$ cat config.mk
export PLATFORM = sky130hd
export DESIGN_NAME = rgb565_to_yuyv422_packer_unit
export DESIGN_NICKNAME = d
export VERILOG_FILES = /design/src/sv/r565y_pkg.sv /design/src/sv/rgb565_to_yuyv422_packer_unit.sv
export SDC_FILE = /design/constraint.sdc
export NUM_CORES = 1
export LEC_CHECK = 0
export BUFFER_PORTS_ARGS = -buffer_cell sky130_fd_sc_hd__buf_2
export CELL_PAD_IN_SITES_DETAIL_PLACEMENT = 1
export CELL_PAD_IN_SITES_GLOBAL_PLACEMENT = 1
export CORE_MARGIN = 10
export CORE_UTILIZATION = 51
export DETAILED_ROUTE_END_ITERATION = 8
export GPL_ROUTABILITY_DRIVEN = 0
export GPL_TIMING_DRIVEN = 0
export PLACE_DENSITY = 0.93
export SLEW_MARGIN = 20
export SYNTH_ARGS = -nofsm -noshare
export SYNTH_HDL_FRONTEND = slang
export SYNTH_SLANG_ARGS = --single-unit
$ cat constraint.sdc
create_clock -name i_clk -period 9.4 [get_ports i_clk]
set_input_delay 0 -clock i_clk [delete_from_list [all_inputs] [get_ports i_clk]]
set_output_delay 0 -clock i_clk [all_outputs]
set_load 0.02 [all_outputs]
$ cat src/sv/r565y_pkg.sv
`timescale 1ns / 1ps
// ----------------------------------------------------------------------------
// r565y_pkg
// Shared types and constants of the RGB565 to YUYV 4:2:2 packer.
// ----------------------------------------------------------------------------
package r565y_pkg;

    localparam int PIXEL_W = 16;
    localparam int BYTE_W  = 8;
    localparam int SUM_W   = 18;

    // Depth of the result queue; two slots must be free before a pair is written.
    localparam int QUEUE_DEPTH = 4;

    localparam logic [BYTE_W-1:0] RED_MASK   = 8'hF8;
    localparam logic [BYTE_W-1:0] GREEN_MASK = 8'hFC;
    localparam logic [BYTE_W-1:0] BLUE_MASK  = 8'hF8;

    localparam logic [BYTE_W-1:0] LUMA_OFFSET   = 8'd16;
    localparam logic [BYTE_W-1:0] CHROMA_OFFSET = 8'd128;

    typedef struct packed {
        logic [BYTE_W-1:0] luma;
        logic [BYTE_W-1:0] chroma;
        logic              pair_end;
        logic              frame_end;
    } t_result;

endpackage

$ cat src/sv/rgb565_to_yuyv422_packer_unit.sv
`timescale 1ns / 1ps
// ----------------------------------------------------------------------------
// rgb565_to_yuyv422_packer_unit
// Converts RGB565 pixels to BT.601 studio-range YUYV 4:2:2 byte pairs.
// ----------------------------------------------------------------------------
// The block accepts one RGB565 pixel per clock while o_ready is high. Each
// pixel is captured in an input register, converted combinationally to Y,
// Cb and Cr by constant multiplies, and either held (first pixel of a pair)
// or combined with the held pixel; the pair then writes (Y0, U) and (Y1, V)
// into a four-entry result queue that drives one result per clock while
// i_ready is high. A pixel is taken whenever the queue holds two entries or
// fewer, so a continuous stream runs at one pixel per clock if i_ready stays
// high. A final pixel without a partner is paired with itself and still
// yields two results, the second flagged as frame end.
// ----------------------------------------------------------------------------
module rgb565_to_yuyv422_packer_unit (
    input  logic                           i_clk,
    input  logic                           i_rst_n,
    input  logic                           i_valid,
    output logic                           o_ready,
    input  logic [r565y_pkg::PIXEL_W-1:0]  i_pixel,
    input  logic                           i_last_pixel,
    output logic                           o_valid,
    input  logic                           i_ready,
    output logic [r565y_pkg::BYTE_W-1:0]   o_luma,
    output logic [r565y_pkg::BYTE_W-1:0]   o_chroma,
    output logic                           o_pair_end,
    output logic                           o_frame_end
);
    import r565y_pkg::*;

    localparam int PTR_W = $clog2(QUEUE_DEPTH);
    localparam int CNT_W = $clog2(QUEUE_DEPTH + 1);

    // Input register.
    logic                r_s1_valid;
    logic [PIXEL_W-1:0]  r_s1_pixel;
    logic                r_s1_last;

    // Pairing state.
    logic                r_have_first;
    logic [BYTE_W-1:0]   r_held_luma;
    logic [BYTE_W-1:0]   r_held_cb;
    logic [BYTE_W-1:0]   r_held_cr;

    // Result queue.
    t_result             r_queue [QUEUE_DEPTH];
    logic [PTR_W-1:0]    r_wr_ptr;
    logic [PTR_W-1:0]    r_rd_ptr;
    logic [CNT_W-1:0]    r_count;

    logic                consume;
    logic                emit;
    logic                pop;
    logic [BYTE_W-1:0]   red;
    logic [BYTE_W-1:0]   green;
    logic [BYTE_W-1:0]   blue;
    logic signed [SUM_W-1:0] red_s;
    logic signed [SUM_W-1:0] green_s;
    logic signed [SUM_W-1:0] blue_s;
    logic signed [SUM_W-1:0] y_sum;
    logic signed [SUM_W-1:0] cb_sum;
    logic signed [SUM_W-1:0] cr_sum;
    logic [BYTE_W-1:0]   cur_luma;
    logic [BYTE_W-1:0]   cur_cb;
    logic [BYTE_W-1:0]   cur_cr;
    logic [BYTE_W-1:0]   first_luma;
    logic [BYTE_W-1:0]   first_cb;
    logic [BYTE_W-1:0]   first_cr;
    logic [BYTE_W:0]     cb_pair;
    logic [BYTE_W:0]     cr_pair;
    t_result             res_first;
    t_result             res_second;
    t_result             head;

    // Two free slots are required, so an emitting pixel never overruns the queue.
    assign consume = r_s1_valid && (r_count <= CNT_W'(QUEUE_DEPTH - 2));
    assign o_ready = !r_s1_valid || consume;
    assign emit    = consume && (r_have_first || r_s1_last);
    assign pop     = o_valid && i_ready;

    always_comb begin
        red     = r_s1_pixel[15:8] & RED_MASK;
        green   = r_s1_pixel[10:3] & GREEN_MASK;
        blue    = {r_s1_pixel[4:0], 3'b000} & BLUE_MASK;
        red_s   = $signed({{(SUM_W-BYTE_W){1'b0}}, red});
        green_s = $signed({{(SUM_W-BYTE_W){1'b0}}, green});
        blue_s  = $signed({{(SUM_W-BYTE_W){1'b0}}, blue});
        y_sum   = 18'sd66 * red_s + 18'sd129 * green_s + 18'sd25 * blue_s + 18'sd128;
        cb_sum  = 18'sd128 - 18'sd38 * red_s - 18'sd74 * green_s + 18'sd112 * blue_s;
        cr_sum  = 18'sd128 + 18'sd112 * red_s - 18'sd94 * green_s - 18'sd18 * blue_s;
        // The low byte of an arithmetic shift by eight is simply bits 15..8.
        cur_luma = y_sum[15:8] + LUMA_OFFSET;
        cur_cb   = cb_sum[15:8] + CHROMA_OFFSET;
        cur_cr   = cr_sum[15:8] + CHROMA_OFFSET;

        // A lone final pixel is paired with itself.
        if (r_have_first) begin
            first_luma = r_held_luma;
            first_cb   = r_held_cb;
            first_cr   = r_held_cr;
        end else begin
            first_luma = cur_luma;
            first_cb   = cur_cb;
            first_cr   = cur_cr;
        end
        cb_pair = {1'b0, first_cb} + {1'b0, cur_cb};
        cr_pair = {1'b0, first_cr} + {1'b0, cur_cr};

        res_first.luma       = first_luma;
        res_first.chroma     = cb_pair[BYTE_W:1];
        res_first.pair_end   = 1'b0;
        res_first.frame_end  = 1'b0;
        res_second.luma      = cur_luma;
        res_second.chroma    = cr_pair[BYTE_W:1];
        res_second.pair_end  = 1'b1;
        res_second.frame_end = r_s1_last;
    end

    always_ff @(posedge i_clk) begin
        if (!i_rst_n) begin
            r_s1_valid <= 1'b0;
        end else if (o_ready) begin
            r_s1_valid <= i_valid;
        end
        if (o_ready && i_valid) begin
            r_s1_pixel <= i_pixel;
            r_s1_last  <= i_last_pixel;
        end
    end

    always_ff @(posedge i_clk) begin
        if (!i_rst_n) begin
            r_have_first <= 1'b0;
            r_held_luma  <= '0;
            r_held_cb    <= '0;
            r_held_cr    <= '0;
        end else if (consume) begin
            if (emit) begin
                r_have_first <= 1'b0;
            end else begin
                r_have_first <= 1'b1;
                r_held_luma  <= cur_luma;
                r_held_cb    <= cur_cb;
                r_held_cr    <= cur_cr;
            end
        end
    end

    always_ff @(posedge i_clk) begin
        if (emit) begin
            r_queue[r_wr_ptr]              <= res_first;
            r_queue[r_wr_ptr + PTR_W'(1)]  <= res_second;
        end
    end

    always_ff @(posedge i_clk) begin
        if (!i_rst_n) begin
            r_wr_ptr <= '0;
            r_rd_ptr <= '0;
            r_count  <= '0;
        end else begin
            if (emit) begin
                r_wr_ptr <= r_wr_ptr + PTR_W'(2);
            end
            if (pop) begin
                r_rd_ptr <= r_rd_ptr + PTR_W'(1);
            end
            r_count <= r_count + (emit ? CNT_W'(2) : CNT_W'(0)) - (pop ? CNT_W'(1) : CNT_W'(0));
        end
    end

    assign head        = r_queue[r_rd_ptr];
    assign o_valid     = (r_count != '0);
    assign o_luma      = head.luma;
    assign o_chroma    = head.chroma;
    assign o_pair_end  = head.pair_end;
    assign o_frame_end = head.frame_end;

endmodule
==> results of run 1 <==
-- cell families (layout without fill, tap and decap cells) --
| kind of cell | count (synthesis) | in the layout |
|---|---|---|
| adders and majority gates | 212 | 212 |
| and+or+nand+nor | 208 | 208 |
| AOI/OAI and AO/OA | 198 | 198 |
| buffers and inverters | 152 | 243 |
| DFF | 117 | 117 |
| xor gates and xnor gates | 65 | 65 |
| muxes | 27 | 27 |
-- area by class of cell --
cell class | instances | share of cell area (%)
multi-input combinational | 710 | 55.6
buffer | 16 | 0.524
clock inverter | 14 | 1.35
inverter | 136 | 4.58
sequential | 117 | 27.7
tap | 265 | 2.89
timing repair buffer | 59 | 3.63
clock buffer | 18 | 3.75
-- placed cells by master, fill, tap and decap left out, types with 16 or more instances in the layout --
cell type	n
sky130_fd_sc_hd__ha_1	164
sky130_fd_sc_hd__nor2_1	49
sky130_fd_sc_hd__inv_1	133
sky130_fd_sc_hd__clkbuf_16	17
sky130_fd_sc_hd__nor3_1	17
sky130_fd_sc_hd__a21o_1	19
sky130_fd_sc_hd__dlygate4sd3_1	18
sky130_fd_sc_hd__dfxtp_1	34
sky130_fd_sc_hd__xor2_1	28
sky130_fd_sc_hd__a21oi_1	68
sky130_fd_sc_hd__buf_2	39
sky130_fd_sc_hd__fa_1	48
sky130_fd_sc_hd__o21ai_0	32
sky130_fd_sc_hd__nand2_1	70
sky130_fd_sc_hd__edfxtp_1	83
sky130_fd_sc_hd__mux4_2	16
sky130_fd_sc_hd__xnor2_1	36
-- stage by stage --
step           cell area [um^2]  util (%)
2_1_floorplan             10100         -
3_3_place_gp              10600      54.7
3_5_place_dp              10700      54.9
4_1_cts                   11500      58.9
5_1_grt                   11500      58.9
6_report                  11500      58.9
-- state kept, by name (all words and copies together) (netlist names), named ones only --
name,flops
o_pair_end,1
r_s1_pixel,16
r_s1_last,1
r_s1_valid,1
r_held_luma,8
r_held_cb,8
r_held_cr,8
r_have_first,1
r_queue,66
r_rd_ptr,2
r_count,3
r_wr_ptr,1
-- layer usage --
layer  up-vias  GRT usage, %  wire length [um]
li1       3593             -                 -
met1      3862          24.5             11100
met2       208          42.2             15200
met3        88          3.94              1200
met4         0          11.2              1270
met5         -             0                 0
-- critical path: stages, from the launching register on --
cell and delay (ns):
sky130_fd_sc_hd__edfxtp_1 0.61, sky130_fd_sc_hd__inv_1 0.25, sky130_fd_sc_hd__fa_1 0.65, sky130_fd_sc_hd__inv_1 0.08, sky130_fd_sc_hd__fa_1 0.48, sky130_fd_sc_hd__inv_1 0.07
sky130_fd_sc_hd__fa_1 0.51, sky130_fd_sc_hd__inv_1 0.04, sky130_fd_sc_hd__ha_1 0.30, sky130_fd_sc_hd__inv_1 0.06, sky130_fd_sc_hd__o21ai_0 0.30, sky130_fd_sc_hd__xor2_1 0.17
sky130_fd_sc_hd__fa_1 0.55, sky130_fd_sc_hd__inv_1 0.05, sky130_fd_sc_hd__ha_1 0.30, sky130_fd_sc_hd__ha_1 0.38, sky130_fd_sc_hd__a21o_1 0.20, sky130_fd_sc_hd__a21o_1 0.22
sky130_fd_sc_hd__or3_1 0.37, sky130_fd_sc_hd__and2_1 0.19, sky130_fd_sc_hd__mux2_2 0.27, sky130_fd_sc_hd__ha_1 0.36, sky130_fd_sc_hd__nand4_1 0.13, sky130_fd_sc_hd__o31ai_1 0.52
sky130_fd_sc_hd__or3b_1 0.43, sky130_fd_sc_hd__o311a_1 0.14, sky130_fd_sc_hd__o211ai_1 0.14
-- worst max-delay path by stage --
stage / startpoint / end / slack, ns / depth (start not counted)
2_1_floorplan: r_s1_pixel[8] / r_queue[1][8] / 2.47 / 25
3_3_place_gp: r_s1_pixel[8] / r_queue[1][8] / 1.72 / 25
3_5_place_dp: r_s1_pixel[8] / r_queue[3][8] / 1.53 / 26
4_1_cts: r_s1_pixel[8] / r_queue[1][8] / 1.43 / 26
5_1_grt: r_s1_pixel[8] / r_queue[3][8] / 1.04 / 25
6_report: r_s1_pixel[8] / r_queue[1][8] / 1.43 / 26
==> results.toml, run 1 <==
[global_routing]
grt_antenna_before_repair = 0
grt_overflow = 0
largest_net_degree_at_the_start_of_global_routing = 30
wire_length_of_the_first_global_routing_pass_um = 46600
grt_pass1_vias = 8789
grt_usage_pct = 22.8

[timing]
fmaxAchievable_ghz = 0.125
final.period_utilization_pct = 84.8
clock-skew-final_ns = 0.0111
timing.final.ws_setup_ns = 1.43
final_max_slew_viol_count = 0
unrepaired_setup_endpoints_after_global_routing = "no"
tightestPinTransition_ns = 1.13
finalHoldWorstSlack_ns = 0.000272
finalHoldViolations = 0
finalSetupViolCount = 0
post-route-min-period_ns = 7.97
totalNegativeSetupSlack_ns = 0
slew-limit-headroom_pct = 23.8

[detailed_routing]
remaining_drc_errors = 0
route.final.wire_length_um = 28700
vias = 7751
drtAntennaViolNets = 0
routed_wire_length_per_instance_um = 21.5
drc_marker_count_from_the_first_detailed_route_iteration = 381
detail_route.vias_per_cell = 5.81
drt_first_pass_iters = 4

[synth]
post_syn_instances = 979
synthesis.yosys.warnings = 0
synth_xor_xnor_area_share_pct = 5.71
sequential_share_of_the_synthesized_area_pct = 31.4
synth_top_cells_by_area = "sky130_fd_sc_hd__edfxtp_1 (25%), sky130_fd_sc_hd__ha_1 (20%), sky130_fd_sc_hd__fa_1 (9.5%), sky130_fd_sc_hd__dfxtp_1 (6.7%), sky130_fd_sc_hd__inv_1 (4.9%)"
synth_simple_gate_area_share_pct = 9.79
netlist.area_leader.share_pct = 24.7
synth_flop_cell = "sky130_fd_sc_hd__edfxtp_1"
yosys_register_bits = 117
syn_avg_cell_area_um2 = 10.3
number_of_enable_type_register_cells_in_the_synthesized_netlist = 83
synth_top_family_by_area = "adder cells"
post-synth-top-area-cell = "sky130_fd_sc_hd__edfxtp_1"
ys_async_sr_fraction_pct = 0
synth_common_cells = "sky130_fd_sc_hd__ha_1 (164), sky130_fd_sc_hd__inv_1 (133), sky130_fd_sc_hd__edfxtp_1 (83)"
post_synth_num_cell_types = 62
synth_nets = 1212
most_common_cell_in_the_synthesized_netlist = "sky130_fd_sc_hd__ha_1"
synth.cell_area_um2 = 10100
synth.mux.area_fraction_pct = 4.76
synth_compound_area_share_pct = 12.8
yosys.area_share.adder_pct = 29.8

[floorplanning]
io_pins = 41
rows = 51
die_x_um = 161
die_area_um2 = 25900
initial_utilization_pct = 51.9
chipHeight_um = 161
placeable_core_region_um2 = 19500

[cells_and_area]
fillCellCount = 2129
ff_latch_area_um2 = 3170
finish.cell_count_without_fillers = 1335
layout-drive-gt1-share_pct = 10.6
multiInputGateArea_um2 = 6370
antenna_cells = 0
design.final.nets = 1290
area_delta_synth_final_pct = 13.3

[cts]
post_cts_setup_bufs = 0
root_buffer = "sky130_fd_sc_hd__clkbuf_16"
postCtsHoldBufs = 18
cts_tree = "done"
clk_pin_slew_ns = 0.06
worstSkewPairLatency_ns = 0.44
clock_sinks = 117
post_cts_repair_resize_count = 0
clock_buffer_depth = 2
cts-htree-levels = 4
cts_made_buffers = 17

[setup_path]
cp_data_required_time_ns = 9.64
rr_endpoint = "r_queue[1][8]"
cp-start-kind = "flop"
worst-r2r-cell-count = 26
timing_worst_setup_path_type = "flop to flop"
crit-reg2reg-launch = "r_s1_pixel[8]"
crit_path_end_kind = "flop"
crit_arrival_ns = 8.21
critical_path.max_fanout = 7
setup.reg_to_reg.worst_slack_ns = 1.43

[placement]
io_buffer_count = 39
place_ws_ns = 1.53
detailedPlacementHpwl_um = 22400
placed_cell_count = 1285

[min_path]
min_to = "r_held_luma[6]"
worst_hold_path_type = "input pin to flop"
min_delay_path_depth = 2
hold_start = "i_rst_n"

[flow_run]
timing.max_cap.violations = 0

[outcome]
outcome = "finished, final reports clean"
Power of run 1 is not shown: default switching activity piles up to over one toggle a cycle in this logic, so the estimate is an artifact.
==> run 2: changes to the inputs <==
clock period = 7.7 ns   (was 9.4 ns; I/O delays follow)
==> run 2 against run 1 <==
Net effect: the flow now finishes with violations (hold timing); largest cell class unchanged; sequential cell count unchanged; critical endpoint unchanged; worst setup slack worse by 1.2 ns; fmax increased by 7.3%.
==> results.toml, run 2 (same netlist as run 1, synthesis figures left out) <==
[cts]
cts-htree-levels = 4
cts_made_buffers = 17
clk_pin_slew_ns = 0.07
clock_sinks = 117
worstSkewPairLatency_ns = 0.44
root_buffer = "sky130_fd_sc_hd__clkbuf_16"
cts_tree = "done"
clock_buffer_depth = 2

[timing]
finalHoldWorstSlack_ns = -0.00249
final_max_slew_viol_count = 0
slew-limit-headroom_pct = 24.3
finalSetupViolCount = 0
tightestPinTransition_ns = 1.13
totalNegativeSetupSlack_ns = 0
finalHoldViolations = 1
clock-skew-final_ns = 0.0116
post-route-min-period_ns = 7.43
timing.final.ws_setup_ns = 0.272
final.period_utilization_pct = 96.5
fmaxAchievable_ghz = 0.135

[setup_path]
cp_data_required_time_ns = 7.94
crit-reg2reg-launch = "r_s1_pixel[10]"
rr_endpoint = "r_queue[1][8]"
crit_arrival_ns = 7.67
worst-r2r-cell-count = 25
critical_path.endpoint = "r_queue[1][8]"
crit_path_end_kind = "flop"
cp-start-kind = "flop"
first_element_of_the_critical_path = "r_s1_pixel[10]"
setup.reg_to_reg.worst_slack_ns = 0.27
critical_path.max_fanout = 8
timing_worst_setup_path_type = "flop to flop"

[cells_and_area]
most_frequent_standard_cell_in_the_layout_excluding_fill_and_tap_cells = "sky130_fd_sc_hd__ha_1"
antenna_cells = 0
layout-drive-gt1-share_pct = 12.8
design.final.nets = 1305
top_registers = "r_queue (66), r_s1_pixel (16)"
largest_reg_flops = 66
register_with_the_most_flip_flops = "r_queue"
area_delta_synth_final_pct = 14.9
fillCellCount = 2126
layout_common_cells = "sky130_fd_sc_hd__ha_1 (161), sky130_fd_sc_hd__inv_1 (132), sky130_fd_sc_hd__edfxtp_1 (83)"
final_core_util_pct = 59.7

[floorplanning]
die_area_um2 = 25900
chipHeight_um = 161
placeable_core_region_um2 = 19500
io_pins = 41
die_x_um = 161
initial_utilization_pct = 51.9
rows = 51

[detailed_routing]
drt_first_pass_iters = 5
detail_route.vias_per_cell = 5.85
drtAntennaViolNets = 0
remaining_drc_errors = 0
route.final.wire_length_um = 30100
routed-wl-met3_um = 1300
routed_wire_length_per_instance_um = 22.3
vias = 7894
drc_marker_count_from_the_first_detailed_route_iteration = 402
routedLengthMet1_um = 11500
route.met2.wl_um = 16000
highest-signal-layer = "met4"

[min_path]
worst_hold_path_type = "input pin to flop"

[outcome]
violations = "hold timing"
outcome = "complete, but fails checks"

[global_routing]
grt_overflow = 0
grt_usage_pct = 22.7
largest_net_degree_at_the_start_of_global_routing = 30
grt_antenna_before_repair = 0
grt_pass1_vias = 8795
wire_length_of_the_first_global_routing_pass_um = 46500

[flow_run]
timing.max_cap.violations = 0

[placement]
place_ws_ns = -0.168
detailedPlacementHpwl_um = 22400
io_buffer_count = 39
[run 2: changes by cell type in the layout (fill, tap and decap cells not counted), sizes merged]
cell | before | now
buf | 43 | 58
[run 2: worst min path at each step]
stage / depth (start not counted) / to / startpoint / slack, ns
after CTS: 2 / r_held_luma[6] / i_rst_n / 0.003
final: 2 / r_held_luma[6] / i_rst_n / -0.002
after floorplan: 0 / r_s1_last / i_last_pixel / 0.1
after detailed placement: 1 / r_s1_pixel[13] / i_pixel[13] / 0.18
after global routing: 2 / r_held_luma[6] / i_rst_n / 0.05
after global placement: 1 / r_s1_pixel[2] / i_pixel[2] / 0.18
[run 2: worst max-delay path, cell delays in order, from the launching register on]
cell	delay [ns]
sky130_fd_sc_hd__edfxtp_1	0.57
sky130_fd_sc_hd__fa_2	0.68
sky130_fd_sc_hd__inv_1	0.08
sky130_fd_sc_hd__fa_1	0.50
sky130_fd_sc_hd__inv_1	0.08
sky130_fd_sc_hd__fa_1	0.50
sky130_fd_sc_hd__inv_1	0.04
sky130_fd_sc_hd__ha_1	0.31
sky130_fd_sc_hd__inv_1	0.07
sky130_fd_sc_hd__o21ai_2	0.22
sky130_fd_sc_hd__xor2_2	0.13
sky130_fd_sc_hd__fa_1	0.54
sky130_fd_sc_hd__inv_1	0.05
sky130_fd_sc_hd__ha_1	0.30
sky130_fd_sc_hd__ha_2	0.34
sky130_fd_sc_hd__a21o_1	0.19
sky130_fd_sc_hd__a21o_1	0.22
sky130_fd_sc_hd__or3_1	0.37
sky130_fd_sc_hd__and2_1	0.19
sky130_fd_sc_hd__mux2_2	0.27
sky130_fd_sc_hd__ha_2	0.37
sky130_fd_sc_hd__nand4_1	0.16
sky130_fd_sc_hd__o31ai_4	0.36
sky130_fd_sc_hd__or3b_1	0.40
sky130_fd_sc_hd__o311a_1	0.14
sky130_fd_sc_hd__o211ai_1	0.14
[run 2: repair_timing]
| item | 4_1_cts | 5_1_grt |
|---|---|---|
| endpoints found under the hold margin | 18 | 0 |
| setup endpoints to repair | 2 | 2 |
| buffers inserted | 2 | 13 |
| hold buffers | 18 | 0 |
| pin swaps | 0 | 4 |
| resized for setup | 1 | 14 |
[run 2: stage by stage]
| step | cell area, um^2 | std cells |
|---|---|---|
| after CTS | 11500 | 1337 |
| after floorplan | 10100 | 979 |
| after global placement | 10600 | 1283 |
| after detailed placement | 10700 | 1285 |
| final | 11600 | 1350 |
| after global routing | 11600 | 1350 |
[run 2: cell type report]
cell class | count | area (um^2) | area share [%]
Clock inverter | 14 | 155 | 1.34
Multi-Input combinational cell | 710 | 6420 | 55.2
Sequential cell | 117 | 3170 | 27.3
Timing Repair Buffer | 74 | 528 | 4.54
Clock buffer | 18 | 429 | 3.69
Buffer | 16 | 60.1 | 0.517
Tap cell | 265 | 332 | 2.85
Inverter | 136 | 524 | 4.51
[run 2: layer usage]
layer	up-vias	global-route usage, %
met5	-	0
met4	0	11.2
met3	87	3.71
met2	256	41.9
met1	3929	24.7
li1	3622	-
Power of run 2 is left out for the same reason.
==> run 3: changes to the inputs <==
CELL_PAD_IN_SITES_DETAIL_PLACEMENT = default   (was 1)
CELL_PAD_IN_SITES_GLOBAL_PLACEMENT = default   (was 1)
CORE_UTILIZATION = 55   (was 51)
PLACE_DENSITY = 0.83   (was 0.93)
==> run 3 against run 2 <==
Net effect: the flow now finishes without violations; first-iteration DRC count rose by 24%; clock-buffer cell count fell by 1; die area is 6.4% lower; worst setup slack better by 0.13 ns; register-to-register slack improved by 0.13 ns; non-clock buffer count rose by 5; clock skew is essentially flat; final area shrank 0.12%; hold slack better by 0.025 ns; wire length shrank 24%; global-route usage fell by 3.3 points.
==> results.toml, run 3 (same netlist as run 1, synthesis figures left out) <==
[placement]
io_buffer_count = 39
place_ws_ns = 0.00947
detailedPlacementHpwl_um = 17200

[cts]
root_buffer = "sky130_fd_sc_hd__clkbuf_16"
clock_buffer_depth = 2
cts_tree = "done"
cts_made_buffers = 17
worstSkewPairLatency_ns = 0.43
cts-htree-levels = 4
clk_pin_slew_ns = 0.06
clock_sinks = 117

[cells_and_area]
area_delta_synth_final_pct = 14.8
layout-drive-gt1-share_pct = 12.5
most_frequent_standard_cell_in_the_layout_excluding_fill_and_tap_cells = "sky130_fd_sc_hd__ha_1"
register_with_the_most_flip_flops = "r_queue"
layout_common_cells = "sky130_fd_sc_hd__ha_1 (164), sky130_fd_sc_hd__inv_1 (132), sky130_fd_sc_hd__edfxtp_1 (83)"
antenna_cells = 0
fillCellCount = 1336
largest_reg_flops = 66
design.final.nets = 1310
top_registers = "r_queue (66), r_s1_pixel (16)"

[floorplanning]
die_area_um2 = 24200
rows = 49
initial_utilization_pct = 56.1
io_pins = 41
die_x_um = 156
placeable_core_region_um2 = 18000
chipHeight_um = 156

[setup_path]
critical_path.max_fanout = 6
crit_path_top_delay_cell = "sky130_fd_sc_hd__fa_1"
crit_path_end_kind = "flop"
cpPeakStageDelay_ns = 0.56
timing_worst_setup_path_type = "flop to flop"
cp_data_required_time_ns = 7.94
crit-reg2reg-launch = "r_s1_pixel[6]"
first_element_of_the_critical_path = "r_s1_pixel[6]"
crit_arrival_ns = 7.54
most_prevalent_standard_cell_on_the_critical_path = "sky130_fd_sc_hd__inv_1"
cp.buffers_inverters = 5
critical-path-top-delay-family = "adder cells"
cp-start-kind = "flop"

[global_routing]
grt_overflow = 0
grt_usage_pct = 19.4
grt_antenna_before_repair = 0
grt_pass1_vias = 7773
largest_net_degree_at_the_start_of_global_routing = 31
wire_length_of_the_first_global_routing_pass_um = 38400

[timing]
finalSetupViolCount = 0
final_max_slew_viol_count = 0
slew-limit-headroom_pct = 32.1
fmaxAchievable_ghz = 0.137
timing.final.ws_setup_ns = 0.398
final.period_utilization_pct = 94.8
clock-skew-final_ns = 0.0120
finalHoldViolations = 0
unrepaired_setup_endpoints_after_global_routing = "no"
post-route-min-period_ns = 7.30
tightestPinTransition_ns = 1.01
totalNegativeSetupSlack_ns = 0

[min_path]
hold_start = "i_rst_n"
worst_hold_path_type = "input pin to flop"

[detailed_routing]
drt_first_pass_iters = 5
vias = 7473
routed_wire_length_per_instance_um = 17.3
drc_marker_count_from_the_first_detailed_route_iteration = 497
remaining_drc_errors = 0
drtAntennaViolNets = 0
detail_route.vias_per_cell = 5.67
route.final.wire_length_um = 22800

[outcome]
outcome = "finished, final reports clean"

[flow_run]
timing.max_cap.violations = 0
## run 3: stage by stage
step	hold WS (ns)	util, %	cell area (um^2)	std cells
4_1_cts	0.0105	63.5	11400	1300
3_5_place_dp	0.178	59.1	10600	1249
3_3_place_gp	0.176	58.8	10600	1247
6_report	0.0224	64.4	11600	1319
2_1_floorplan	0.0989	-	10100	979
5_1_grt	0.0198	64.4	11600	1319
## run 3: cell type report
cell class,instances,area (um^2),area share [%]
clock inverter,15,166,1.43
inverter,136,524,4.52
multi-input combinational,710,6390,55.0
clock buffer,17,425,3.67
sequential,117,3170,27.3
tap,229,287,2.47
buffer,16,60.1,0.518
timing repair buffer,79,581,5.00
## run 3: path summary, 6_finish.rpt
check	end	cells after the start	slack, ns
setup / recovery	r_queue[3][8]	26	0.40
hold / removal	r_held_luma[6]	2	0.02
setup reg to reg	r_queue[3][8]	26	0.40
hold reg to reg	r_held_cr[2]	2	0.46
## run 3: routing by layer
| layer | global-route usage, % | wire length [um] | vias up |
|---|---|---|---|
| met5 | 0 | 0 | - |
| met2 | 32.2 | 11200 | 238 |
| li1 | - | - | 3640 |
| met4 | 7.80 | 692 | 0 |
| met3 | 4.49 | 1340 | 52 |
| met1 | 24.0 | 9620 | 3543 |
## run 3: repair_timing
item                                    CTS  global route
endpoints found under the hold margin    19             0
buffers inserted                          0            19
endpoints found under the setup margin    2             8
gates resized for setup                   2             2
hold buffers                             19             0
Power of run 3 is left out for the same reason.
